### src/rtl/text_console_writer_core_defines.svh
`ifndef TEXT_CONSOLE_WRITER_CORE_DEFINES_SVH
`define TEXT_CONSOLE_WRITER_CORE_DEFINES_SVH

// same-cycle implication
`define TCW_ASSERT_HOLDS(label, clk, rst_n, ante, cons, msg) \
    label: assert property (@(posedge clk) disable iff (!rst_n) (ante) |-> (cons)) \
        else $error(msg);

// next-cycle implication
`define TCW_ASSERT_NEXT(label, clk, rst_n, ante, cons, msg) \
    label: assert property (@(posedge clk) disable iff (!rst_n) (ante) |=> (cons)) \
        else $error(msg);

`endif

### src/rtl/tcw_pkg.sv
package tcw_pkg;

    localparam int COL_W  = 7;
    localparam int ROW_W  = 5;
    localparam int CHAR_W = 8;
    localparam int ATTR_W = 8;
    localparam int KIND_W = 3;
    localparam int CELL_W = CHAR_W + ATTR_W;

    localparam int APB_ADDR_W = 4;
    localparam int APB_DATA_W = 32;

    localparam logic [KIND_W-1:0] KIND_PUT       = 3'd0;
    localparam logic [KIND_W-1:0] KIND_CLEAR     = 3'd1;
    localparam logic [KIND_W-1:0] KIND_READ      = 3'd2;
    localparam logic [KIND_W-1:0] KIND_SET_CUR   = 3'd3;
    localparam logic [KIND_W-1:0] KIND_BACKSPACE = 3'd4;

    localparam logic [CHAR_W-1:0] CHAR_NEWLINE   = 8'h0A;
    localparam logic [CHAR_W-1:0] CHAR_BACKSPACE = 8'h08;
    localparam logic [CHAR_W-1:0] CHAR_SPACE     = 8'h20;
    localparam logic [CHAR_W-1:0] CHAR_ERROR     = 8'h45;

    localparam logic [1:0] REG_TEXT_ATTR    = 2'd0;
    localparam logic [1:0] REG_DEFAULT_ATTR = 2'd1;
    localparam logic [1:0] REG_ERROR_ATTR   = 2'd2;

    localparam logic [ATTR_W-1:0] TEXT_ATTR_RST    = 8'd15;
    localparam logic [ATTR_W-1:0] DEFAULT_ATTR_RST = 8'd15;
    localparam logic [ATTR_W-1:0] ERROR_ATTR_RST   = 8'd244;

    localparam logic [2:0] MEM_NONE         = 3'd0;
    localparam logic [2:0] MEM_EXEC         = 3'd1;
    localparam logic [2:0] MEM_FILL         = 3'd2;
    localparam logic [2:0] MEM_SCROLL_PRIME = 3'd3;
    localparam logic [2:0] MEM_SCROLL       = 3'd4;

    typedef struct packed {
        logic [ATTR_W-1:0] text_attr;
        logic [ATTR_W-1:0] default_attr;
        logic [ATTR_W-1:0] error_attr;
    } cfg_t;

    typedef struct packed {
        logic              keep_cursor;
        logic              use_position;
        logic [ROW_W-1:0]  row;
        logic [COL_W-1:0]  column;
        logic [CHAR_W-1:0] char_code;
        logic [KIND_W-1:0] kind;
    } item_t;

    typedef struct packed {
        logic              scrolled;
        logic              position_error;
        logic [ATTR_W-1:0] cell_attr;
        logic [CHAR_W-1:0] cell_char;
        logic [ROW_W-1:0]  next_row;
        logic [COL_W-1:0]  next_column;
        logic [ROW_W-1:0]  cursor_row;
        logic [COL_W-1:0]  cursor_column;
    } result_t;

    typedef struct packed {
        logic       load;
        logic       plan;
        logic [2:0] mem_op;
        logic       fill_blank;
        logic       out_load;
    } ctrl_cmd_t;

    typedef struct packed {
        logic plan_clear;
        logic plan_scroll;
        logic walk_last;
        logic out_busy;
    } dp_status_t;

endpackage

### src/rtl/tcw_regs.sv
module tcw_regs (
    input  logic                             aclk,
    input  logic                             aresetn,
    input  logic                             psel,
    input  logic                             penable,
    input  logic                             pwrite,
    input  logic [tcw_pkg::APB_ADDR_W-1:0]   paddr,
    input  logic [tcw_pkg::APB_DATA_W-1:0]   pwdata,
    output logic [tcw_pkg::APB_DATA_W-1:0]   prdata,
    output logic                             pready,
    output tcw_pkg::cfg_t                    cfg
);

    logic [tcw_pkg::ATTR_W-1:0] text_attr_reg;
    logic [tcw_pkg::ATTR_W-1:0] default_attr_reg;
    logic [tcw_pkg::ATTR_W-1:0] error_attr_reg;
    logic [1:0]                 index;
    logic                       wr_en;

    assign index  = paddr[3:2];
    assign pready = 1'b1;
    assign wr_en  = psel && penable && pwrite && pready;

    always_ff @(posedge aclk) begin
        if (!aresetn) begin
            text_attr_reg    <= tcw_pkg::TEXT_ATTR_RST;
            default_attr_reg <= tcw_pkg::DEFAULT_ATTR_RST;
            error_attr_reg   <= tcw_pkg::ERROR_ATTR_RST;
        end else if (wr_en) begin
            unique case (index)
                tcw_pkg::REG_TEXT_ATTR:    text_attr_reg    <= pwdata[7:0];
                tcw_pkg::REG_DEFAULT_ATTR: default_attr_reg <= pwdata[7:0];
                tcw_pkg::REG_ERROR_ATTR:   error_attr_reg   <= pwdata[7:0];
                default: ;
            endcase
        end
    end

    always_comb begin
        unique case (index)
            tcw_pkg::REG_TEXT_ATTR:    prdata = {24'd0, text_attr_reg};
            tcw_pkg::REG_DEFAULT_ATTR: prdata = {24'd0, default_attr_reg};
            tcw_pkg::REG_ERROR_ATTR:   prdata = {24'd0, error_attr_reg};
            default:                   prdata = '0;
        endcase
    end

    assign cfg.text_attr    = text_attr_reg;
    assign cfg.default_attr = default_attr_reg;
    assign cfg.error_attr   = error_attr_reg;

endmodule

### config.mk
export PLATFORM = sky130hd
export DESIGN_NAME = tcw_regs
export DESIGN_NICKNAME = d
export VERILOG_FILES = /design/src/rtl/text_console_writer_core_defines.svh /design/src/rtl/tcw_pkg.sv /design/src/rtl/tcw_regs.sv
export SDC_FILE = /design/constraint.sdc
export NUM_CORES = 1
export LEC_CHECK = 0
export BUFFER_PORTS_ARGS = -buffer_cell sky130_fd_sc_hd__buf_2
export CELL_PAD_IN_SITES_DETAIL_PLACEMENT = 0
export CELL_PAD_IN_SITES_GLOBAL_PLACEMENT = 1
export CORE_MARGIN = 8
export CORE_UTILIZATION = 30
export CTS_BUF_LIST = sky130_fd_sc_hd__clkbuf_2
export CTS_CLUSTER_DIAMETER = 50
export DETAILED_ROUTE_END_ITERATION = 12
export GPL_ROUTABILITY_DRIVEN = 0
export PLACE_DENSITY_LB_ADDON = 0.25
export SKIP_LAST_GASP = 1
export SLEW_MARGIN = 0
export SYNTH_ARGS = -nofsm -noshare
export SYNTH_HDL_FRONTEND = slang
export SYNTH_SLANG_ARGS = --single-unit
### constraint.sdc
create_clock -name aclk -period 3.1 [get_ports aclk]
set_input_delay 0.62 -clock aclk [delete_from_list [all_inputs] [get_ports aclk]]
set_output_delay 0.62 -clock aclk [all_outputs]
set_load 0.05 [all_outputs]
# After elaboration in Yosys (flattened, before gate mapping)
# Cells that the tools add are included.
# Widths: inputs -> output; s select.
# word_totals
regBits,24
wordCells,12
out_inout_bits,57
inputBits,41
# classes
reduce_logical,6
n_eq_ne,2
n_mux,1
# op_table
operator,n
$pmux 8 s3,1
$reduce_and 2->1,3
$eq 2x1->1 const B,1
$eq 2x2->1 const B,1
$logic_and 1x1->1,2
$logic_not 2->1,1

# Depth between registers and ports, before layout
# Gate-level depths: netlist (run 1).
# depth
word_depth,3
mapped_depth,4
mapped_depth_nobuf,3

# Least setup slack after synthesis (run 1)
# Ideal clock, no wire load.
# synth_path
path_kind,input port to output port
start,in paddr[2] (netlist name)
end,out prdata[0] (netlist name)
slack_ns,0.462
cell_stages,3
required_time_ns,2.480
t_arrival_ns,2.018
path_buffers,1
cell_sequence,buf_4 > mux2i_1 > o21ai_0
# synth_via
elab_chain_cells,2
elab_cells_between_ends,4
classes_between,2 x eq/ne; 1 x mux; 1 x reduce/logical
# synth_lines
item,line_no,source
start: declaration,tcw_regs.sv:7,"input logic [tcw_pkg::APB_ADDR_W-1:0] paddr,"
$eq 2x2->1 (tied with other cells),tcw_regs.sv:40,unique case (index)
$pmux 8 s3 (*),tcw_regs.sv:40,
end: declaration,tcw_regs.sv:9,"output logic [tcw_pkg::APB_DATA_W-1:0] prdata,"
# Mark *: on every way between the ends. The rest lies on a longest branch, timed or not.

# Worst setup path in the final report (run 1)
# layout_path
start,in paddr[3] (netlist name)
end,out prdata[0] (netlist name)
# The elaborated chain is that of the path after synthesis.

==> metrics.yaml, run 1 <==
run_status:
  outcome: "complete, no violations"
placed_design:
  io_buffer_count: 46
  place_inst: 245
  placed_area_um2: 1510
  hpwlAfterDp_mm: 2.76
final_layout:
  nNetsFinal: 239
  drive_above_1_share: 0.284
  final-instance-count-excl-fill: 249
  fin_area_um2: 1560
  final_core_util: 0.360
  area_growth_pct: 15.6
  diodes: 0
sta:
  fmax_ghz: 0.401
  rsz0062_at_grt: "no"
  drv_slew: 0
  tightest_slew_ns: 0.539
  fin_tns_setup_ns: 0
  period_share: 0.804
  period_minus_slack_ns: 2.49
  relSlewSlack: 0.641
  setup_viol: 0
  finClkSkew_ns: 0
  final_hold_viol_count: 0
pwr:
  p_total_uw: 700
  p_leak_nw: 0.730
  power_density_nw_per_um2: 450
  ir_worst_vdd_mv: 0.204
clock_network:
  h-tree-depth: 1
  numCtsBuffers: 3
  cts-resized-gates: 0
  clk_latency_ns: 0.35
  root_buffer: "clkbuf_2"
  cts_setup_buffers: 0
  clock-sinks: 24
  path_clk_slew_ns: 0.24
  clk_path_buf_depth: 2
  holdBufCountCts: 0
  cts_tree: "done"
global_routing:
  antenna_found_initial: 0
  grt_first_pass_wirelength_mm: 5.71
  track_usage: 0.0979
  grt_pass1_vias: 1148
  grt_remaining_overflow: 0
  grt_max_degree: 36
synthesis:
  postSynthCellCount: 156
  ys_types: 18
  ys_seq_area_frac: 0.357
  synthTopCellsByCount: "buf_4 (27), mux2i_1 (27), nand2_1 (26)"
  yosysWarnings: 0
  synth_top_cell_by_area: "dfxtp_1"
  avgSynthCellArea_um2: 8.62
  synth_edf_count: 0
  synth_area_leaders: "dfxtp_1 (36%), mux2i_1 (20%), buf_4 (15%)"
  synthArstFlopShare: 0
  synthesis.area_um2: 1350
  ys_ff_latch: 24
  synthFlopType: "dfxtp_1"
  synth_top_area_share: 0.357
worst_setup_path:
  rr_endpoint: "error_attr_reg[7]$_SDFFE_PN1P_"
  rr_startpoint: "error_attr_reg[7]$_SDFFE_PN1P_"
  critPathKind: "input port to output pin"
  ff2ff_path_depth: 2
  rrSetupSlack_ns: 2.42
  worstSetupStartpoint: "paddr[3]"
  critPathArrivalTime_ns: 1.87
  critPathLaunchType: "input port"
  required_ns: 2.48
  endpoint_kind: "output pin"
  cp_max_fo: 13
hold_path:
  min_to: "error_attr_reg[3]$_SDFFE_PN0P_"
  min_from: "pwdata[3]"
  hold-path-cell-count: 3
  hp-class: "input port to flop"
die:
  die_area_um2: 6880
  start_util: 0.311
  coreArea_um2: 4320
  die_h_um: 83.0
  die_x_um: 83.0
  io_pins: 98
  rows: 24
route:
  drt_wl_total_mm: 3.51
  drt_pre_antenna_iters: 4
  viasPerCell: 4.48
  postRouteAntennaNets: 0
  drc: 0
  via_count: 1116
  drt-initial-drc-count: 24
  wl_per_cell_um: 14.1
run:
  drv_cap: 0
## cells in the final DEF (no fill, tap or decap)
master / n
nor2b_1: 13
nor3b_2: 1
conb_1: 25
inv_1: 5
o211ai_1: 5
dfxtp_1: 24
mux2i_1: 27
or3_1: 1
nand2_1: 26
nor3_2: 1
o21ai_0: 13
nand2b_1: 1
clkbuf_2: 3
nor2_1: 1
or2_2: 1
buf_2: 46
nand3_2: 1
buf_4: 2
bufinv_16: 1
## worst max-delay path by stage
stage	to	slack (ns)
finish	prdata[0]	0.61
global route	prdata[0]	0.51
CTS	prdata[0]	0.60
detailed placement	prdata[0]	0.61
global placement	prdata[0]	0.62
floorplan	prdata[0]	0.46
## worst max-delay path, stage by stage
cell and delay [ns]:
buf_2 0.24, nor2b_1 0.35, buf_4 0.22, nand2_1 0.05
o21ai_0 0.08, buf_2 0.30
## through the flow
| stage | hold WS [ns] | setup WS [ns] |
|---|---|---|
| global placement | 0.459 | 0.619 |
| finish | 0.478 | 0.609 |
| global route | 0.462 | 0.505 |
| detailed placement | 0.466 | 0.613 |
| CTS | 0.466 | 0.602 |
| floorplan | 0.683 | 0.462 |
## logic make-up after synthesis
family	count (synthesis)	share of synthesized area
flip-flops	24	0.357
AO/OA/AOI/OAI	18	0.0763
other	2	0.00558
AND/OR/NAND/NOR	46	0.170
buffers and inverters	39	0.190
multiplexers	27	0.201
## layer usage
| layer | track usage | wire length (um) | share of wire |
|---|---|---|---|
| met3 | 0.0225 | 182 | 0.052 |
| met4 | 0.0431 | 42 | 0.012 |
| met5 | 0 | 0 | 0 |
| met2 | 0.168 | 1770 | 0.51 |
| met1 | 0.112 | 1510 | 0.43 |
## power by group
part	internal [mW]	total (mW)	switching (mW)
registers	0.314	0.317	0.00334
clock network	0.111	0.210	0.0989
logic	0.0295	0.173	0.144
total	0.455	0.700	0.246
## final cells by class
type	count	area (um2)
Tap cell	52	65.1
Sequential cell	24	480
Multi-Input combinational cell	116	701
Timing Repair Buffer	48	245
Fill cell	490	2770
Clock inverter	1	30.0
Clock buffer	3	15.0
Inverter	5	18.8
(Power assumes the default switching activity.)
==> inputs of run 2 (changes only) <==
--- a/config.mk
+++ b/config.mk
@@ -5,11 +5,12 @@
 export SDC_FILE = /design/constraint.sdc
 export NUM_CORES = 1
 export LEC_CHECK = 0
+export ABC_AREA = 1
 export BUFFER_PORTS_ARGS = -buffer_cell sky130_fd_sc_hd__buf_2
 export CELL_PAD_IN_SITES_DETAIL_PLACEMENT = 0
 export CELL_PAD_IN_SITES_GLOBAL_PLACEMENT = 1
 export CORE_MARGIN = 8
-export CORE_UTILIZATION = 30
+export CORE_UTILIZATION = 27
 export CTS_BUF_LIST = sky130_fd_sc_hd__clkbuf_2
 export CTS_CLUSTER_DIAMETER = 50
 export DETAILED_ROUTE_END_ITERATION = 12
==> constraint.sdc (replaced) <==
create_clock -name aclk -period 2.5 [get_ports aclk]
set_input_delay 0.5 -clock aclk [delete_from_list [all_inputs] [get_ports aclk]]
set_output_delay 0.5 -clock aclk [all_outputs]
set_load 0.05 [all_outputs]
==> run 2 against run 1 <==
Setup slack lost 0.089 ns; core utilization shrank 3.0 points; synthesized area shrank 0.28%; flip-flop and latch count is the same; largest power group unchanged.
==> metrics.yaml, run 2 <==
route:
  drt_wl_total_mm: 3.85
  drt-initial-drc-count: 24
  drt_pre_antenna_iters: 4
  postRouteAntennaNets: 0
  viasPerCell: 4.04
  via_count: 1247
  drc: 0
  wl_per_cell_um: 12.4
sta:
  period_share: 0.792
  finClkSkew_ns: 0
  drv_slew: 0
  fmax_ghz: 0.505
  rsz0062_at_grt: "no"
  fin_ws_ns: 0.520
  final_hold_viol_count: 0
  setup_viol: 0
  period_minus_slack_ns: 1.98
  fin_tns_setup_ns: 0
synthesis:
  avgSynthCellArea_um2: 6.81
  synth_edf_count: 0
  ys_seq_area_frac: 0.358
  postSynthCellCount: 197
  synth_top_area_share: 0.358
  synthTopCellsByCount: "nand2_1 (68), nand3_1 (32), buf_4 (25)"
  yosysWarnings: 0
  synth_area_leaders: "dfxtp_1 (36%), nand2_1 (19%), buf_4 (14%)"
  synthesis.area_um2: 1340
  synth_top_cell_by_area: "dfxtp_1"
  synthFlopType: "dfxtp_1"
  ys_types: 14
  ys_ff_latch: 24
  synthArstFlopShare: 0
  synth_most_common_cell: "nand2_1"
final_layout:
  final_cell_mix: "nand2_1 (68), buf_2 (46), nand3_1 (32), conb_1 (25), dfxtp_1 (24)"
  final_common_cell: "nand2_1"
  fin_area_um2: 1570
  diodes: 0
  final_core_util: 0.330
  nNetsFinal: 284
  final-instance-count-excl-fill: 309
  drive_above_1_share: 0.256
  area_growth_pct: 16.9
clock_network:
  cts-resized-gates: 0
  clock-sinks: 24
  holdBufCountCts: 0
  clk_latency_ns: 0.37
  path_clk_slew_ns: 0.27
  cts_setup_buffers: 0
  clk_path_buf_depth: 2
  h-tree-depth: 1
  cts_tree: "done"
  numCtsBuffers: 3
  root_buffer: "clkbuf_2"
run_status:
  outcome: "complete, no violations"
hold_path:
  hp-class: "input port to flop"
worst_setup_path:
  rr_endpoint: "default_attr_reg[6]$_SDFFE_PN0P_"
  setup.worst_path.end: "prdata[4]"
  max_stage_delay_ns: 0.31
  cp_slowest_cell: "nor2_4"
  critPathArrivalTime_ns: 1.48
  worstSetupStartpoint: "paddr[2]"
  path_cells: "buf_2, inv_2, nor2_4, nand2_1, nand3_1, buf_2"
  crit_top_cell: "buf_2"
  rrSetupSlack_ns: 1.89
  rr_startpoint: "default_attr_reg[6]$_SDFFE_PN0P_"
  critPathLaunchType: "input port"
  cp_max_fo: 13
  critPathKind: "input port to output pin"
  required_ns: 2.00
  ff2ff_path_depth: 2
  endpoint_kind: "output pin"
global_routing:
  track_usage: 0.106
  antenna_found_initial: 0
  grt_first_pass_wirelength_mm: 6.27
  grt_pass1_vias: 1232
  grt_remaining_overflow: 0
  grt_max_degree: 25
pwr:
  power_density_nw_per_um2: 587
  p_leak_nw: 0.822
  ir_worst_vdd_mv: 0.301
placed_design:
  io_buffer_count: 46
  place_inst: 305
  hpwlAfterDp_mm: 2.95
  placed_area_um2: 1520
  pre_cts_ws_ns: 0.489
die:
  die_area_um2: 7480
  die_h_um: 86.5
  die_x_um: 86.5
  rows: 25
  start_util: 0.282
  io_pins: 98
  coreArea_um2: 4750
run:
  drv_cap: 0
## run 2: changes by cell type after synthesis, moves of 5 or more
cell / change
nand2_1: +42
nand3_1: +32
mux2i_1: -27
nor2_1: +22
nor2b_1: -13
o21ai_0: -13
clkbuf_1: -5
nor2_4: +5
o211ai_1: -5
## run 2: area by class of cell
class	count	area (um2)
well taps	67	83.8
clock buffers	3	15.0
fillers	575	3190
repair buffers	49	253
flip-flops and latches	24	480
multi-input cells	155	668
clock inverters	1	30.0
inverters	10	37.5
## run 2: worst min path at each step
stage | depth (start not counted) | slack, ns | to | start
final | 3 | 0.33 | error_attr_reg[5]$_SDFFE_PN1P_ | pwdata[5]
after global routing | 3 | 0.30 | error_attr_reg[5]$_SDFFE_PN1P_ | pwdata[5]
after CTS | 3 | 0.33 | error_attr_reg[5]$_SDFFE_PN1P_ | pwdata[5]
after floorplan | 2 | 0.62 | default_attr_reg[5]$_SDFFE_PN0P_ | aresetn
after detailed placement | 2 | 0.47 | default_attr_reg[2]$_SDFFE_PN1P_ | default_attr_reg[2]$_SDFFE_PN1P_
after global placement | 2 | 0.47 | default_attr_reg[2]$_SDFFE_PN1P_ | default_attr_reg[2]$_SDFFE_PN1P_
## run 2: logic make-up after synthesis
group / after synthesis / share of synthesized area
and+or+nand+nor: 130 / 0.428
buffers and inverters: 41 / 0.208
DFF: 24 / 0.358
other: 2 / 0.00560
## run 2: per-stage QoR
stage	hold slack, ns	power (mW)
6_report	0.332	0.920
3_5_place_dp	0.469	0.659
5_1_grt	0.301	0.965
4_1_cts	0.330	0.926
2_1_floorplan	0.621	0.642
3_3_place_gp	0.466	0.659
## run 2: critical path: cells and delay by family
kind                   cells  cell delay, ns
buffers and inverters      3            0.47
AND/OR/NAND/NOR            3            0.50
## run 2: metal layers
metal,part of all wire,track usage,vias up
met5,0,0,-
met4,0.0088,0.0282,0
met3,0.084,0.0416,5
met2,0.47,0.183,39
met1,0.44,0.119,546
li1,-,-,657
## run 2: report_power, final
group          switching, mW  internal, mW
Combinational          0.211        0.0414
Clock                  0.131         0.138
Sequential           0.00632         0.392
==> inputs of run 3 (changes only) <==
--- a/config.mk
+++ b/config.mk
@@ -5,12 +5,12 @@
 export SDC_FILE = /design/constraint.sdc
 export NUM_CORES = 1
 export LEC_CHECK = 0
-export ABC_AREA = 1
+export ABC_AREA = 0
 export BUFFER_PORTS_ARGS = -buffer_cell sky130_fd_sc_hd__buf_2
 export CELL_PAD_IN_SITES_DETAIL_PLACEMENT = 0
 export CELL_PAD_IN_SITES_GLOBAL_PLACEMENT = 1
 export CORE_MARGIN = 8
-export CORE_UTILIZATION = 27
+export CORE_UTILIZATION = 28
 export CTS_BUF_LIST = sky130_fd_sc_hd__clkbuf_2
 export CTS_CLUSTER_DIAMETER = 50
 export DETAILED_ROUTE_END_ITERATION = 12
==> constraint.sdc (replaced) <==
create_clock -name aclk -period 1.9 [get_ports aclk]
set_input_delay 0.38 -clock aclk [delete_from_list [all_inputs] [get_ports aclk]]
set_output_delay 0.38 -clock aclk [all_outputs]
set_load 0.05 [all_outputs]
==> run 3 against run 2 <==
Sequential power grew 30%; power grew 10%; flip-flop and latch count did not move; cell count shrank 18%; clock power shrank 25%; first-iteration DRC count up 88%; clock-buffer cell count stayed put; setup slack lost 0.29 ns; sequential share of layout area is essentially flat; final area about the same; critical path type unchanged; largest power group unchanged.
==> metrics.yaml, run 3 (synthesized netlist as in run 1, its figures left out) <==
sta:
  setup_viol: 0
  fin_tns_setup_ns: 0
  final_hold_viol_count: 0
  period_share: 0.880
  fin_hold_ws_ns: 0.256
  relSlewSlack: 0.635
  finClkSkew_ns: 0
  period_minus_slack_ns: 1.67
  drv_slew: 0
  rsz0062_at_grt: "no"
  tightest_slew_ns: 0.547
  fmax_ghz: 0.598
clock_network:
  root_buffer: "clkbuf_2"
  path_clk_slew_ns: 0.24
  clk_path_buf_depth: 2
  holdBufCountCts: 0
  clock-sinks: 24
  clk_latency_ns: 0.33
  h-tree-depth: 1
  cts-resized-gates: 0
  numCtsBuffers: 3
  cts_setup_buffers: 0
  cts_tree: "done"
pwr:
  p_switching_uw: 400
  seqPwrFrac: 0.512
  ir_worst_vdd_mv: 0.226
  internal_power_uw: 613
  p_leak_nw: 0.737
  power_density_nw_per_um2: 646
  pwr-share-comb: 0.288
  p_clk_frac: 0.200
  power_switching_share: 0.395
hold_path:
  hp-class: "input port to flop"
  hold-path-cell-count: 3
  min_from: "pwdata[1]"
  min_to: "error_attr_reg[1]$_SDFFE_PN0P_"
global_routing:
  grt_pass1_vias: 1151
  antenna_found_initial: 0
  grt_max_degree: 36
  grt_first_pass_wirelength_mm: 5.53
  track_usage: 0.0947
  grt_remaining_overflow: 0
die:
  die_h_um: 85.3
  start_util: 0.287
  rows: 25
  io_pins: 98
  die_x_um: 85.3
  coreArea_um2: 4690
  die_area_um2: 7280
run:
  drv_cap: 0
worst_setup_path:
  critPathKind: "input port to output pin"
  required_ns: 1.52
  cp_max_fo: 8
  rrSetupSlack_ns: 1.23
  critPathLaunchType: "input port"
  rr_startpoint: "error_attr_reg[2]$_SDFFE_PN1P_"
  rr_endpoint: "error_attr_reg[2]$_SDFFE_PN1P_"
  critPathArrivalTime_ns: 1.29
  ff2ff_path_depth: 2
  endpoint_kind: "output pin"
final_layout:
  final_cell_mix: "buf_2 (46), mux2i_1 (27), nand2_1 (26), conb_1 (25), dfxtp_1 (24)"
  drive_above_1_share: 0.290
  final_common_cell: "buf_2"
  diodes: 0
  area_growth_pct: 16.5
  nNetsFinal: 242
run_status:
  outcome: "complete, no violations"
route:
  viasPerCell: 4.37
  drt_pre_antenna_iters: 4
  drt-initial-drc-count: 45
  dr_wl_met3_um: 278
  postRouteAntennaNets: 0
  wl_met2_mm: 1.67
  drc: 0
  via_count: 1110
  wl_per_cell_um: 14.0
  highest_layer: "met4"
  drt_wl_total_mm: 3.57
  wl_met1_mm: 1.60
placed_design:
  hpwlAfterDp_mm: 2.75
  io_buffer_count: 46
-- run 3: cell types whose count changed in the layout (fill, tap and decap cells not counted), moves of 2 or more --
cell / previous run / this run
inv_2: 2 / 0
nor2_4: 5 / 0
nor2_1: 23 / 1
nand3_1: 32 / 0
nand2_1: 68 / 26
o21ai_1: 0 / 8
nor2b_1: 0 / 13
o21ai_0: 0 / 5
inv_1: 8 / 5
mux2i_1: 0 / 27
o211ai_1: 0 / 5
-- run 3: metrics by stage --
| step | cells | setup slack, ns | total power, mW | cell area (um2) | utilization |
|---|---|---|---|---|---|
| 2_1_floorplan | 179 | 0.0188 | 0.801 | 1430 | - |
| 3_3_place_gp | 250 | 0.245 | 0.820 | 1550 | 0.330 |
| 3_5_place_dp | 250 | 0.228 | 0.820 | 1550 | 0.330 |
| 4_1_cts | 254 | 0.220 | 1.02 | 1570 | 0.334 |
| 5_1_grt | 254 | 0.128 | 1.06 | 1570 | 0.334 |
| 6_report | 254 | 0.228 | 1.01 | 1570 | 0.334 |
-- run 3: per-layer routing --
| metal | vias to the layer above | global-route usage |
|---|---|---|
| li1 | 551 | - |
| met1 | 515 | 0.111 |
| met2 | 42 | 0.161 |
| met3 | 2 | 0.0270 |
| met4 | 0 | 0.0334 |
| met5 | - | 0 |
-- run 3: worst max-delay path by stage --
stage               depth (start not counted)         to  slack, ns                              from
global route                                3  prdata[1]       0.13  default_attr_reg[1]$_SDFFE_PN1P_
floorplan                                   2  prdata[0]       0.02  default_attr_reg[0]$_SDFFE_PN1P_
finish                                      6  prdata[1]       0.23                          paddr[3]
CTS                                         3  prdata[1]       0.22  default_attr_reg[1]$_SDFFE_PN1P_
global placement                            6  prdata[0]       0.25                          paddr[3]
detailed placement                          6  prdata[6]       0.23                          paddr[3]
-- run 3: layout make-up --
class	count	area, um2
fillers	513	3130
multi-input cells	116	701
flip-flops and latches	24	480
repair buffers	51	280
well taps	54	67.6
inverters	5	18.8
clock buffers	3	15.0
clock inverters	1	3.75
-- run 3: power by group through the flow --
stage	clock network [mW]	registers (mW)	logic, mW
finish	0.203	0.518	0.292
detailed placement	0	0.528	0.292
global placement	0	0.528	0.292
floorplan	0	0.553	0.247
global route	0.233	0.520	0.308
CTS	0.213	0.518	0.293
-- run 3: critical path, stage by stage --
cell and delay, ns:
buf_2 0.15, nor2b_1 0.14, buf_4 0.18, nand2_1 0.06, o21ai_1 0.09, buf_2 0.29
