**src/rtl/text_console_writer_core_defines.svh**
```systemverilog
`ifndef TEXT_CONSOLE_WRITER_CORE_DEFINES_SVH
`define TEXT_CONSOLE_WRITER_CORE_DEFINES_SVH

// same-cycle implication
`define TCW_ASSERT_HOLDS(label, clk, rst_n, ante, cons, msg) \
    label: assert property (@(posedge clk) disable iff (!rst_n) (ante) |-> (cons)) \
        else $error(msg);

// next-cycle implication
`define TCW_ASSERT_NEXT(label, clk, rst_n, ante, cons, msg) \
    label: assert property (@(posedge clk) disable iff (!rst_n) (ante) |=> (cons)) \
        else $error(msg);

`endif

```
**src/rtl/tcw_pkg.sv**
```systemverilog
package tcw_pkg;

    localparam int COL_W  = 7;
    localparam int ROW_W  = 5;
    localparam int CHAR_W = 8;
    localparam int ATTR_W = 8;
    localparam int KIND_W = 3;
    localparam int CELL_W = CHAR_W + ATTR_W;

    localparam int APB_ADDR_W = 4;
    localparam int APB_DATA_W = 32;

    localparam logic [KIND_W-1:0] KIND_PUT       = 3'd0;
    localparam logic [KIND_W-1:0] KIND_CLEAR     = 3'd1;
    localparam logic [KIND_W-1:0] KIND_READ      = 3'd2;
    localparam logic [KIND_W-1:0] KIND_SET_CUR   = 3'd3;
    localparam logic [KIND_W-1:0] KIND_BACKSPACE = 3'd4;

    localparam logic [CHAR_W-1:0] CHAR_NEWLINE   = 8'h0A;
    localparam logic [CHAR_W-1:0] CHAR_BACKSPACE = 8'h08;
    localparam logic [CHAR_W-1:0] CHAR_SPACE     = 8'h20;
    localparam logic [CHAR_W-1:0] CHAR_ERROR     = 8'h45;

    localparam logic [1:0] REG_TEXT_ATTR    = 2'd0;
    localparam logic [1:0] REG_DEFAULT_ATTR = 2'd1;
    localparam logic [1:0] REG_ERROR_ATTR   = 2'd2;

    localparam logic [ATTR_W-1:0] TEXT_ATTR_RST    = 8'd15;
    localparam logic [ATTR_W-1:0] DEFAULT_ATTR_RST = 8'd15;
    localparam logic [ATTR_W-1:0] ERROR_ATTR_RST   = 8'd244;

    localparam logic [2:0] MEM_NONE         = 3'd0;
    localparam logic [2:0] MEM_EXEC         = 3'd1;
    localparam logic [2:0] MEM_FILL         = 3'd2;
    localparam logic [2:0] MEM_SCROLL_PRIME = 3'd3;
    localparam logic [2:0] MEM_SCROLL       = 3'd4;

    typedef struct packed {
        logic [ATTR_W-1:0] text_attr;
        logic [ATTR_W-1:0] default_attr;
        logic [ATTR_W-1:0] error_attr;
    } cfg_t;

    typedef struct packed {
        logic              keep_cursor;
        logic              use_position;
        logic [ROW_W-1:0]  row;
        logic [COL_W-1:0]  column;
        logic [CHAR_W-1:0] char_code;
        logic [KIND_W-1:0] kind;
    } item_t;

    typedef struct packed {
        logic              scrolled;
        logic              position_error;
        logic [ATTR_W-1:0] cell_attr;
        logic [CHAR_W-1:0] cell_char;
        logic [ROW_W-1:0]  next_row;
        logic [COL_W-1:0]  next_column;
        logic [ROW_W-1:0]  cursor_row;
        logic [COL_W-1:0]  cursor_column;
    } result_t;

    typedef struct packed {
        logic       load;
        logic       plan;
        logic [2:0] mem_op;
        logic       fill_blank;
        logic       out_load;
    } ctrl_cmd_t;

    typedef struct packed {
        logic plan_clear;
        logic plan_scroll;
        logic walk_last;
        logic out_busy;
    } dp_status_t;

endpackage

```
**src/rtl/tcw_ctrl.sv**
```systemverilog
`include "text_console_writer_core_defines.svh"

module tcw_ctrl (
    input  logic                 aclk,
    input  logic                 aresetn,
    input  logic                 in_valid,
    output logic                 in_ready,
    input  tcw_pkg::dp_status_t  st,
    output tcw_pkg::ctrl_cmd_t   cmd
);

    localparam logic [2:0] ST_INIT         = 3'd0;
    localparam logic [2:0] ST_IDLE         = 3'd1;
    localparam logic [2:0] ST_DECODE       = 3'd2;
    localparam logic [2:0] ST_EXEC         = 3'd3;
    localparam logic [2:0] ST_FILL         = 3'd4;
    localparam logic [2:0] ST_SCROLL_PRIME = 3'd5;
    localparam logic [2:0] ST_SCROLL       = 3'd6;
    localparam logic [2:0] ST_DONE         = 3'd7;

    logic [2:0] state_reg;
    logic [2:0] state_next;

    always_ff @(posedge aclk) begin
        if (!aresetn) begin
            state_reg <= ST_INIT;
        end else begin
            state_reg <= state_next;
        end
    end

    assign in_ready = (state_reg == ST_IDLE);

    always_comb begin
        state_next = state_reg;
        cmd        = '0;
        unique case (state_reg)
            ST_INIT: begin
                cmd.mem_op = tcw_pkg::MEM_FILL;
                if (st.walk_last) begin
                    state_next = ST_IDLE;
                end
            end
            ST_IDLE: begin
                if (in_valid) begin
                    cmd.load   = 1'b1;
                    state_next = ST_DECODE;
                end
            end
            ST_DECODE: begin
                cmd.plan   = 1'b1;
                state_next = ST_EXEC;
            end
            ST_EXEC: begin
                cmd.mem_op = tcw_pkg::MEM_EXEC;
                if (st.plan_clear) begin
                    state_next = ST_FILL;
                end else if (st.plan_scroll) begin
                    state_next = ST_SCROLL_PRIME;
                end else begin
                    state_next = ST_DONE;
                end
            end
            ST_FILL: begin
                cmd.mem_op     = tcw_pkg::MEM_FILL;
                cmd.fill_blank = 1'b1;
                if (st.walk_last) begin
                    state_next = ST_DONE;
                end
            end
            ST_SCROLL_PRIME: begin
                cmd.mem_op = tcw_pkg::MEM_SCROLL_PRIME;
                state_next = ST_SCROLL;
            end
            ST_SCROLL: begin
                cmd.mem_op = tcw_pkg::MEM_SCROLL;
                if (st.walk_last) begin
                    state_next = ST_DONE;
                end
            end
            ST_DONE: begin
                if (!st.out_busy) begin
                    cmd.out_load = 1'b1;
                    state_next   = ST_IDLE;
                end
            end
            default: state_next = ST_INIT;
        endcase
    end

    `TCW_ASSERT_HOLDS(a_init_blocks_input, aclk, aresetn, state_reg == ST_INIT, !in_ready, "item accepted during clearing pass")
    `TCW_ASSERT_NEXT(a_accept_decodes, aclk, aresetn, in_valid && in_ready, state_reg == ST_DECODE, "accepted item not decoded")
    `TCW_ASSERT_NEXT(a_result_held, aclk, aresetn, state_reg == ST_DONE && st.out_busy, state_reg == ST_DONE, "result dropped while output busy")
    `TCW_ASSERT_NEXT(a_scroll_ends, aclk, aresetn, state_reg == ST_SCROLL && st.walk_last, state_reg == ST_DONE, "scroll walk overran")

endmodule

```
**config.mk**
```make
export PLATFORM = sky130hd
export DESIGN_NAME = tcw_ctrl
export DESIGN_NICKNAME = d
export VERILOG_FILES = /design/src/rtl/tcw_pkg.sv /design/src/rtl/tcw_ctrl.sv
export VERILOG_INCLUDE_DIRS = /design/src /design/src/rtl
export SDC_FILE = /design/constraint.sdc
export NUM_CORES = 1
export LEC_CHECK = 0
export BUFFER_PORTS_ARGS = -buffer_cell sky130_fd_sc_hd__buf_2
export CORE_AREA = 8 8 45 47
export CTS_CLUSTER_DIAMETER = 150
export CTS_CLUSTER_SIZE = 14
export DETAILED_ROUTE_END_ITERATION = 8
export DIE_AREA = 0 0 53 55
export GPL_TIMING_DRIVEN = 0
export HOLD_SLACK_MARGIN = 0.08
export PLACE_DENSITY = 0.51
export SYNTH_ARGS = -nofsm -noshare
export SYNTH_HDL_FRONTEND = slang
export SYNTH_SLANG_ARGS = --single-unit
```
**constraint.sdc**
```tcl
create_clock -name aclk -period 2.3 [get_ports aclk]
set_input_delay 0.575 -clock aclk [delete_from_list [all_inputs] [get_ports aclk]]
set_output_delay 0.575 -clock aclk [all_outputs]
set_load 0.05 [all_outputs]
```
# Word-level counts from Yosys, hierarchy flattened
# Index checks and enable logic that the tools add are counted.
[classes] n_addsub=0 mul=0 div_mod_pow=0 magnitude_cmp=0 n_eq_ne=11 shift=0 mux=14 bitwise=0 n_reduce_logical=4
[ops] op="one-hot mux 3 bit (7 select lines)" count=1
[ops] op="equality test 3 bit (second input constant)" count=4
[ops] op="2-to-1 mux 3 bit" count=4
[ops] op="one-hot mux 3 bit (4 select lines)" count=1
[ops] op="equality test 3 x 2 -> 1 bit (second input constant)" count=2
[ops] op="2-to-1 mux 1 bit" count=6
[ops] op="inequality test 2 bit (second input constant)" count=3
[ops] op="2-to-1 mux 2 bit" count=2
[ops] op="AND reduction 4 bit" count=1
[ops] op="OR reduction 2 bit" count=2
[ops] op="equality test 3 x 1 -> 1 bit (second input constant)" count=1
[ops] op="zero test 3 bit" count=1
[ops] op="inequality test 2 x 1 -> 1 bit (second input constant)" count=1
[totals] reg_bits=3 latch_bits=0 ramBits=0 mem_bits_ro=0 output_inout_bits=8 wordCells=30 n_memories=0

# Depth between registers and ports, before layout
# Gate-level depths: netlist of the first run.
[depth] ltp_word=4 ltp_mapped=4

# Least setup slack after synthesis of the first run
# OpenSTA, ideal clock, no wires.
[synth_path] path_kind="reg2out" start="register state_reg[2]" end="output cmd[4] in the netlist's numbering" t_arrival_ps=1716 setup_slack_ps=9 path_stages_with_launch=3 path_cell_list="dfxtp_1 -> inv_2 -> nor3b_1"
[synth_rtl] element="start: declaration" line_no="tcw_ctrl.sv:21" rtl="logic [2:0] state_reg;"
[synth_rtl] element="start signal: assignment" line_no="tcw_ctrl.sv:28" rtl="state_reg <= state_next;"
[synth_rtl] element="end: declaration" line_no="tcw_ctrl.sv:9" rtl="output tcw_pkg::ctrl_cmd_t cmd"

==> results of run 1 <==
[worst min-delay path: stages, from the launching register on]
cell and delay (ps):
dfxtp_1 320, buf_4 160, a21oi_1 70
[layer usage]
metal | part of all wire (%) | vias up
met5 | 0 | -
met4 | 4.3 | 0
met3 | 6.5 | 3
met2 | 51 | 10
met1 | 38 | 122
li1 | - | 138
[cell families after synthesis]
family | share of synthesized area [%]
AO/OA/AOI/OAI | 27.51
flip-flops | 25.40
AND/OR/NAND/NOR | 35.98
buffers and inverters | 11.11
[report_power, final]
part | internal (mW) | switching [mW] | leakage (nW) | total (mW)
Sequential | 0.0565 | 0.00301 | 0.0246 | 0.0595
Combinational | 0.0273 | 0.0577 | 0.133 | 0.0850
Clock | 0.0653 | 0.0313 | 0.0150 | 0.0965
Total | 0.149 | 0.0919 | 0.173 | 0.241
[metrics by stage]
stage	power, mW	hold slack, ps	cells
global placement	0.1463	578.2	59
CTS	0.2456	585.2	63
floorplan	0.1255	544.7	29
global route	0.2556	597.3	63
finish	0.2410	587.8	63
detailed placement	0.1464	582.6	59
[cell usage in the layout (no fill, tap or decap), types with 2 or more instances in the layout]
cell and n:
clkbuf_4 3, nor2_1 4, dfxtp_1 3, buf_2 14, a21oi_1 3, o31ai_1 2, nand2_1 2
[path summary, 6_finish.rpt]
| kind | endpoint | slack (ps) |
|---|---|---|
| setup / recovery | cmd[0] | 400 |
| setup reg to reg | state_reg[2]$_SDFFE_PN0P_ | 1320 |
| hold reg to reg | state_reg[0]$_SDFFE_PN0P_ | 590 |
| hold / removal | state_reg[0]$_SDFFE_PN0P_ | 590 |
[layout make-up]
class | count | area, sq um | area share [%]
repair buffers | 14 | 70.07 | 19.86
inverters | 2 | 7.507 | 2.128
plain buffers | 2 | 18.77 | 5.319
multi-input cells | 22 | 150.1 | 42.55
flip-flops and latches | 3 | 60.06 | 17.02
clock buffers | 4 | 26.28 | 7.447
well taps | 16 | 20.02 | 5.674
==> flow_metrics.py, run 1 <==
metrics = {
    "yosys": {
        "synth_edf_count": 0,
        "synthCells": 29,
        "netlist_area_sq_um": 236.5,
        "yosys.area.top_type_share_pct": 25.40,
        "yosysMostFrequentCell": "nor2_1",
        "yosys_warnings": 0,
        "synth.area.top_cells": "dfxtp_1, nor3_4, a21oi_1, nor2_1, o31ai_1",
        "postSynth.asyncResetShare_pct": 0,
        "yosysSeqAreaShare_pct": 25.40,
        "yosysTopAreaCell": "dfxtp_1",
        "syn-num-nets": 36,
        "ys_top_cells_by_count": "nor2_1, a21oi_1, dfxtp_1",
        "ys.flop_type": "dfxtp_1",
        "synth_seq_cells": 3,
        "synth_area_per_cell_sq_um": 8.154,
        "yosysUniqueCellTypes": 20,
    },
    "setup_path": {
        "crit_arrival_ps": 1320,
        "required_ps": 1730,
        "crit_buf_inv": 2,
        "crit-reg2reg-launch": "state_reg[2]$_SDFFE_PN0P_",
        "reg2reg_depth": 3,
        "cp-start-kind": "flop",
        "cp-startpoint": "state_reg[2]$_SDFFE_PN0P_",
        "slowest_delay_ps": 470,
        "cp_top_family": "flip-flops",
        "cp-end-kind": "output port",
        "crit_fanout": 7,
        "crit_chain": "inv_2 > nor3_4 > buf_2",
        "worstSetupPathType": "reg2out",
        "worst-path-stages": 3,
        "crit_slowest_cell": "dfxtp_1",
    },
    "floorplanning": {
        "ios": 15,
        "die_area_sq_um": 2915,
        "core-area_sq_um": 1384,
        "die_x_um": 53,
        "die_h_um": 55,
        "start_util_pct": 17.09,
        "rows": 14,
    },
    "grt": {
        "grt_pass1_wl_mm": 1.193,
        "antenna_found_initial": 0,
        "met2_usage_pct": 9.180,
        "busiest_layer": "met2",
        "grt_pass1_vias": 286,
        "grt_max_degree": 11,
        "use_met3_pct": 1.872,
        "grtUsageMet1_pct": 4.711,
        "overflow": 0,
        "grtUsageTotal_pct": 5.792,
    },
    "route": {
        "drt-total-wl_um": 679,
        "post_drt_wl_per_cell_um": 10.78,
        "drt_iter0_drc": 2,
        "vias": 273,
        "firstDrtPassIters": 4,
        "vias_per_cell": 4.333,
        "ant_nets": 0,
        "drc_errors": 0,
    },
    "final_layout": {
        "nets": 55,
        "fin_util_pct": 25.50,
        "fin_area_sq_um": 352.8,
        "n_fill_cell": 156,
        "largest_register_ff_count": 3,
        "antenna_cells": 0,
        "drive_above_1_share_pct": 48.94,
        "syn_to_final_growth_pct": 49.21,
    },
    "timing": {
        "skew_ps": 2.128,
        "max-slew-margin-rel_pct": 80.92,
        "setup_slack_ps": 402.9,
        "final-hold-violation-count": 0,
        "setup_viol": 0,
        "rsz0062_at_grt": "no",
        "layout_worst_path_cycle_share_pct": 82.48,
        "drv_slew": 0,
        "setup_tns_ps": 0,
        "max_freq_mhz": 527.1,
        "min_period_ps": 1897,
        "tightest_slew_ps": 285.8,
    },
    "placement": {
        "portBuffers": 14,
        "dpl_cell_area_sq_um": 326.6,
        "gp_congestion": 0.7257,
        "post-place-ws_ps": 577.9,
    },
    "clocking": {
        "cts_post_setup_buffers_inserted": 0,
        "cts_root_buf": "clkbuf_4",
        "cts_buffers": 3,
        "cts_max_path_buffers": 2,
        "clk-insertion-delay-late_ps": 240,
        "cts.repair.resized": 0,
        "hold_buffers": 0,
        "htreeDepth": 1,
        "cts_tree": "done",
        "clock_sink_count": 3,
        "cts.clk_slew.worst_paths_ps": 40,
    },
    "worst_hold_path": {
        "hp-class": "reg2reg",
        "hp-start": "state_reg[0]$_SDFFE_PN0P_",
        "worstHoldPathCells": 2,
    },
    "power_and_ir_drop": {
        "power_density_nw_per_um2": 683.1,
        "leakagePower_nw": 0.1730,
        "ir_drop_uv": 175.4,
    },
    "flow_run": {
        "drv_cap": 0,
    },
    "run_status": {
        "status": "finished, final reports clean",
    },
}
(Power assumes the default switching activity.)
==> inputs of run 2 (changes only) <==
--- a/config.mk
+++ b/config.mk
@@ -14,7 +14,7 @@
 export DIE_AREA = 0 0 53 55
 export GPL_TIMING_DRIVEN = 0
 export HOLD_SLACK_MARGIN = 0.08
-export PLACE_DENSITY = 0.51
+export PLACE_DENSITY = 0.52
 export SYNTH_ARGS = -nofsm -noshare
 export SYNTH_HDL_FRONTEND = slang
 export SYNTH_SLANG_ARGS = --single-unit
==> constraint.sdc (replaced) <==
create_clock -name aclk -period 1.72 [get_ports aclk]
set_input_delay 0.43 -clock aclk [delete_from_list [all_inputs] [get_ports aclk]]
set_output_delay 0.43 -clock aclk [all_outputs]
set_load 0.05 [all_outputs]
==> run 2 against run 1 <==
Global-route usage decreased by 0.39 points. Cell count unchanged. Register-to-register slack got worse by 580 ps. Critical path depth increased by 1. Non-clock buffer count unchanged. Flip-flop and latch count unchanged.
==> flow_metrics.py, run 2 (synthesized netlist as in run 1, its figures left out) <==
metrics = {
    "floorplanning": {
        "ios": 15,
        "die_area_sq_um": 2915,
        "die_h_um": 55,
        "die_x_um": 53,
        "rows": 14,
        "start_util_pct": 17.09,
        "core-area_sq_um": 1384,
    },
    "worst_hold_path": {
        "hp-class": "in2reg",
    },
    "timing": {
        "setup_viol": 0,
        "layout_worst_path_cycle_share_pct": 94.92,
        "max_freq_mhz": 612.5,
        "min_period_ps": 1633,
        "final-hold-violation-count": 0,
        "max-slew-margin-rel_pct": 83.08,
        "drv_slew": 0,
        "holdWs_ps": 436.5,
        "rsz0062_at_grt": "yes",
        "skew_ps": 3.787,
        "tightest_slew_ps": 255.5,
    },
    "final_layout": {
        "ff_latch_area_sq_um": 61.31,
        "most-common-layout-cells": "buf_2, buf_4, nor2_1, clkbuf_4",
        "drive_above_1_share_pct": 53.19,
        "syn_to_final_growth_pct": 63.49,
        "multi_input_area_sq_um": 160.2,
        "nets": 55,
        "n_fill_cell": 153,
        "mostFrequentLayoutCell": "buf_2",
        "antenna_cells": 0,
        "largest_register_ff_count": 3,
        "final_cells": 63,
        "fin_area_sq_um": 386.6,
    },
    "flow_run": {
        "drv_cap": 0,
    },
    "power_and_ir_drop": {
        "leakagePower_nw": 0.1755,
        "swShare_pct": 37.39,
        "p_int_uw": 206.5,
        "power_uw": 329.9,
        "power.share.clock_pct": 38.5,
        "seqPwrFrac_pct": 24.3,
        "p_comb_share_pct": 37.1,
        "ir_drop_uv": 208.6,
        "switching_power_uw": 123.4,
        "power_density_nw_per_um2": 853.3,
    },
    "grt": {
        "grt_max_degree": 11,
        "antenna_found_initial": 0,
        "grtUsageTotal_pct": 5.407,
        "grt_pass1_wl_mm": 1.104,
        "grt_pass1_vias": 263,
        "overflow": 0,
    },
    "run_status": {
        "status": "finished, final reports clean",
    },
    "setup_path": {
        "reg2reg_slack_ps": 740,
        "cp-end-kind": "output port",
        "cp-start-kind": "flop",
        "crit_arrival_ps": 1200,
        "required_ps": 1290,
        "worstSetupPathType": "reg2out",
        "crit_fanout": 10,
    },
    "clocking": {
        "cts_buffers": 3,
        "cts_tree": "done",
        "clock_sink_count": 3,
        "clk-insertion-delay-late_ps": 240,
        "cts_post_setup_buffers_inserted": 0,
        "hold_buffers": 0,
        "cts.repair.resized": 5,
        "cts_max_path_buffers": 2,
        "cts.clk_slew.worst_paths_ps": 40,
        "cts_root_buf": "clkbuf_4",
        "htreeDepth": 1,
    },
    "route": {
        "vias": 258,
        "vias_per_cell": 4.095,
        "post_drt_wl_per_cell_um": 10.68,
        "drt_iter0_drc": 10,
        "drc_errors": 0,
        "ant_nets": 0,
        "drt-total-wl_um": 673,
        "firstDrtPassIters": 2,
    },
    "placement": {
        "dpl.cell_count": 59,
        "gp_congestion": 0.7494,
        "dpl_cell_area_sq_um": 331.6,
        "portBuffers": 14,
        "post-dp-hpwl_um": 530,
    },
}
[run 2: path summary, 6_finish.rpt]
check	startpoint	end	depth (start not counted)
setup / recovery	state_reg[0]$_SDFFE_PN0P_	cmd[6]	4
hold / removal	aresetn	state_reg[2]$_SDFFE_PN0P_	3
setup reg to reg	state_reg[0]$_SDFFE_PN0P_	state_reg[1]$_SDFFE_PN0P_	4
hold reg to reg	state_reg[0]$_SDFFE_PN0P_	state_reg[2]$_SDFFE_PN0P_	2
[run 2: area by class of cell]
| cell class | instances | share of cell area, % |
|---|---|---|
| Clock buffer | 4 | 6.796 |
| Inverter | 2 | 1.942 |
| Sequential cell | 3 | 15.86 |
| Timing Repair Buffer | 14 | 23.95 |
| Tap cell | 16 | 5.178 |
| Buffer | 2 | 4.854 |
| Multi-Input combinational cell | 22 | 41.42 |
[run 2: routing by layer]
layer  global-route usage, %  vias up  share of wire (%)  routed length, um
li1                        -      137                  -                  -
met1                   4.704      113                 37                252
met2                   8.398        8                 56                379
met3                   2.674        0                5.9                 40
met4                   6.466        0                  0                  0
met5                       0        -                  0                  0
[run 2: critical path: stages, from the launching register on]
cell	delay [ps]
dfxtp_1	320
buf_4	160
nor3b_2	170
and2_1	160
buf_6	160
[run 2: power by group through the flow]
stage / Clock, mW / Sequential (mW) / Combinational (mW)
after detailed placement: 0 / 0.0807 / 0.116
after floorplan: 0 / 0.0801 / 0.0886
after global routing: 0.143 / 0.0810 / 0.132
final: 0.127 / 0.0802 / 0.123
after CTS: 0.134 / 0.0798 / 0.119
after global placement: 0 / 0.0808 / 0.116
[run 2: stage by stage]
stage                     TNS [ps]  setup WS [ps]  utilization (%)
after floorplan             -815.3         -390.7                -
after global placement           0          196.6            23.96
after detailed placement         0          202.5            23.96
after CTS                        0          19.99            26.67
after global routing        -15.41         -15.41            27.94
final                            0          87.33            27.94
==> inputs of run 3 (changes only) <==
--- a/config.mk
+++ b/config.mk
@@ -15,6 +15,7 @@
 export GPL_TIMING_DRIVEN = 0
 export HOLD_SLACK_MARGIN = 0.08
 export PLACE_DENSITY = 0.52
+export REMOVE_ABC_BUFFERS = 1
 export SYNTH_ARGS = -nofsm -noshare
 export SYNTH_HDL_FRONTEND = slang
 export SYNTH_SLANG_ARGS = --single-unit
==> run 3 against run 2 <==
Power decreased by 4.0%. Flip-flop and latch count stayed put. Via count down 1.9%. Utilization decreased by 2.1 points. First-iteration DRC count shrank 90%. Cell area down 7.4%. Die area did not move. Cell count decreased by 3.2%. Non-clock buffer count decreased by 2. Global-route usage up 0.16 points. Sequential power up 12%.
==> flow_metrics.py, run 3 (synthesized netlist as in run 1, its figures left out) <==
metrics = {
    "run_status": {
        "status": "finished, final reports clean",
    },
    "route": {
        "drt-total-wl_um": 706,
        "vias_per_cell": 4.148,
        "vias": 253,
        "post_drt_wl_per_cell_um": 11.57,
        "wl_met1_um": 271,
        "drt_iter0_drc": 1,
        "top_layer_used": "met3",
        "drc_errors": 0,
        "ant_nets": 0,
        "firstDrtPassIters": 2,
        "met2WireLength_um": 363,
        "met3_length_um": 71,
    },
    "timing": {
        "layout_worst_path_cycle_share_pct": 94.12,
        "max-slew-margin-rel_pct": 83.32,
        "holdWs_ps": 438.4,
        "drv_slew": 0,
        "setup_viol": 0,
        "final-hold-violation-count": 0,
        "skew_ps": 3.196,
        "min_period_ps": 1619,
        "setup_slack_ps": 101.1,
        "max_freq_mhz": 617.7,
        "tightest_slew_ps": 252.0,
    },
    "final_layout": {
        "nets": 53,
        "final_cells": 61,
        "most-common-layout-cells": "buf_2, clkbuf_4, nor2_1",
        "drive_above_1_share_pct": 53.33,
        "n_fill_cell": 160,
        "mostFrequentLayoutCell": "buf_2",
        "antenna_cells": 0,
        "multi_input_area_sq_um": 155.1,
        "largest_register_ff_count": 3,
        "fin_area_sq_um": 357.8,
        "ff_latch_area_sq_um": 68.82,
        "syn_to_final_growth_pct": 51.32,
    },
    "setup_path": {
        "cp-start-kind": "flop",
        "worstSetupPathType": "reg2out",
        "reg2reg_depth": 3,
        "crit_chain": "nor2b_4 > nor2b_1 > buf_4",
        "cp-end-kind": "output port",
        "crit_arrival_ps": 1190,
        "worst_r2r_endpoint": "state_reg[0]$_SDFFE_PN0P_",
        "slowest_delay_ps": 410,
        "crit_slowest_cell": "dfxtp_2",
        "required_ps": 1290,
        "reg2reg_slack_ps": 810,
        "crit_fanout": 9,
        "crit-reg2reg-launch": "state_reg[1]$_SDFFE_PN0P_",
    },
    "floorplanning": {
        "start_util_pct": 17.09,
        "die_x_um": 53,
        "ios": 15,
        "die_h_um": 55,
        "core-area_sq_um": 1384,
        "rows": 14,
        "die_area_sq_um": 2915,
    },
    "worst_hold_path": {
        "worstHoldPathCells": 3,
        "hold_end": "state_reg[2]$_SDFFE_PN0P_",
        "hp-class": "in2reg",
        "hp-start": "aresetn",
    },
    "placement": {
        "portBuffers": 14,
        "dpl.cell_count": 57,
        "post-dp-hpwl_um": 506.9,
        "dpl_cell_area_sq_um": 307.8,
        "post-place-ws_ps": 145.3,
        "gp_congestion": 0.7128,
    },
    "clocking": {
        "clk-insertion-delay-late_ps": 230,
        "clock_sink_count": 3,
        "cts_buffers": 3,
        "cts_tree": "done",
        "cts_max_path_buffers": 2,
        "cts.clk_slew.worst_paths_ps": 40,
        "cts_post_setup_buffers_inserted": 0,
        "cts_root_buf": "clkbuf_4",
        "htreeDepth": 1,
    },
    "grt": {
        "antenna_found_initial": 0,
        "grtUsageTotal_pct": 5.571,
        "grt_pass1_vias": 277,
        "overflow": 0,
        "grt_max_degree": 12,
        "grt_pass1_wl_mm": 1.166,
    },
    "power_and_ir_drop": {
        "power_density_nw_per_um2": 884.8,
        "power_uw": 316.6,
        "ir_drop_uv": 274.2,
        "leakagePower_nw": 0.1634,
    },
    "flow_run": {
        "drv_cap": 0,
    },
}
-- run 3: per-stage QoR --
step / util, % / setup TNS, ps
floorplan: - / -1318
global placement: 22.24 / 0
detailed placement: 22.24 / 0
CTS: 24.77 / 0
global route: 25.86 / -5.326
finish: 25.86 / 0
-- run 3: cell type report --
type,instances,share of cell area (%)
flip-flops and latches,3,19.23
clock buffers,4,7.343
inverters,2,2.098
multi-input cells,22,43.36
repair buffers,14,22.38
well taps,16,5.594
-- run 3: report_power, final --
part	leakage, nW	switching (mW)	total, mW	internal (mW)
Clock	0.0150	0.0393	0.126	0.0871
Sequential	0.0264	0.0141	0.0898	0.0758
Combinational	0.122	0.0668	0.100	0.0335
-- run 3: repair_timing --
| action | 4_1_cts | 5_1_grt |
|---|---|---|
| resized for setup | 5 | 5 |
| endpoints found under the hold margin | 0 | 0 |
| hold buffers | 0 | 0 |
| pin swaps | 0 | 0 |
| endpoints found under the setup margin | 6 | 3 |
-- run 3: routing by layer --
metal	GRT usage [%]	vias to the layer above
met5	0	-
met4	5.172	0
met3	2.139	0
met2	9.570	8
met1	5.008	110
li1	-	135
-- run 3: worst max-delay path by stage --
stage | from | end | cells past startpoint
detailed placement | state_reg[1]$_SDFFE_PN0P_ | cmd[5] | 3
global route | state_reg[0]$_SDFFE_PN0P_ | cmd[6] | 3
floorplan | state_reg[0]$_SDFFE_PN0P_ | cmd[6] | 2
CTS | state_reg[1]$_SDFFE_PN0P_ | cmd[2] | 3
global placement | state_reg[1]$_SDFFE_PN0P_ | cmd[5] | 3
finish | state_reg[1]$_SDFFE_PN0P_ | cmd[5] | 3
-- run 3: worst max-delay path, delay by kind of cell (launching register included) --
kind                   cells  cell delay [ps]
and+or+nand+nor            2              340
buffers and inverters      1              200
DFF                        1              410
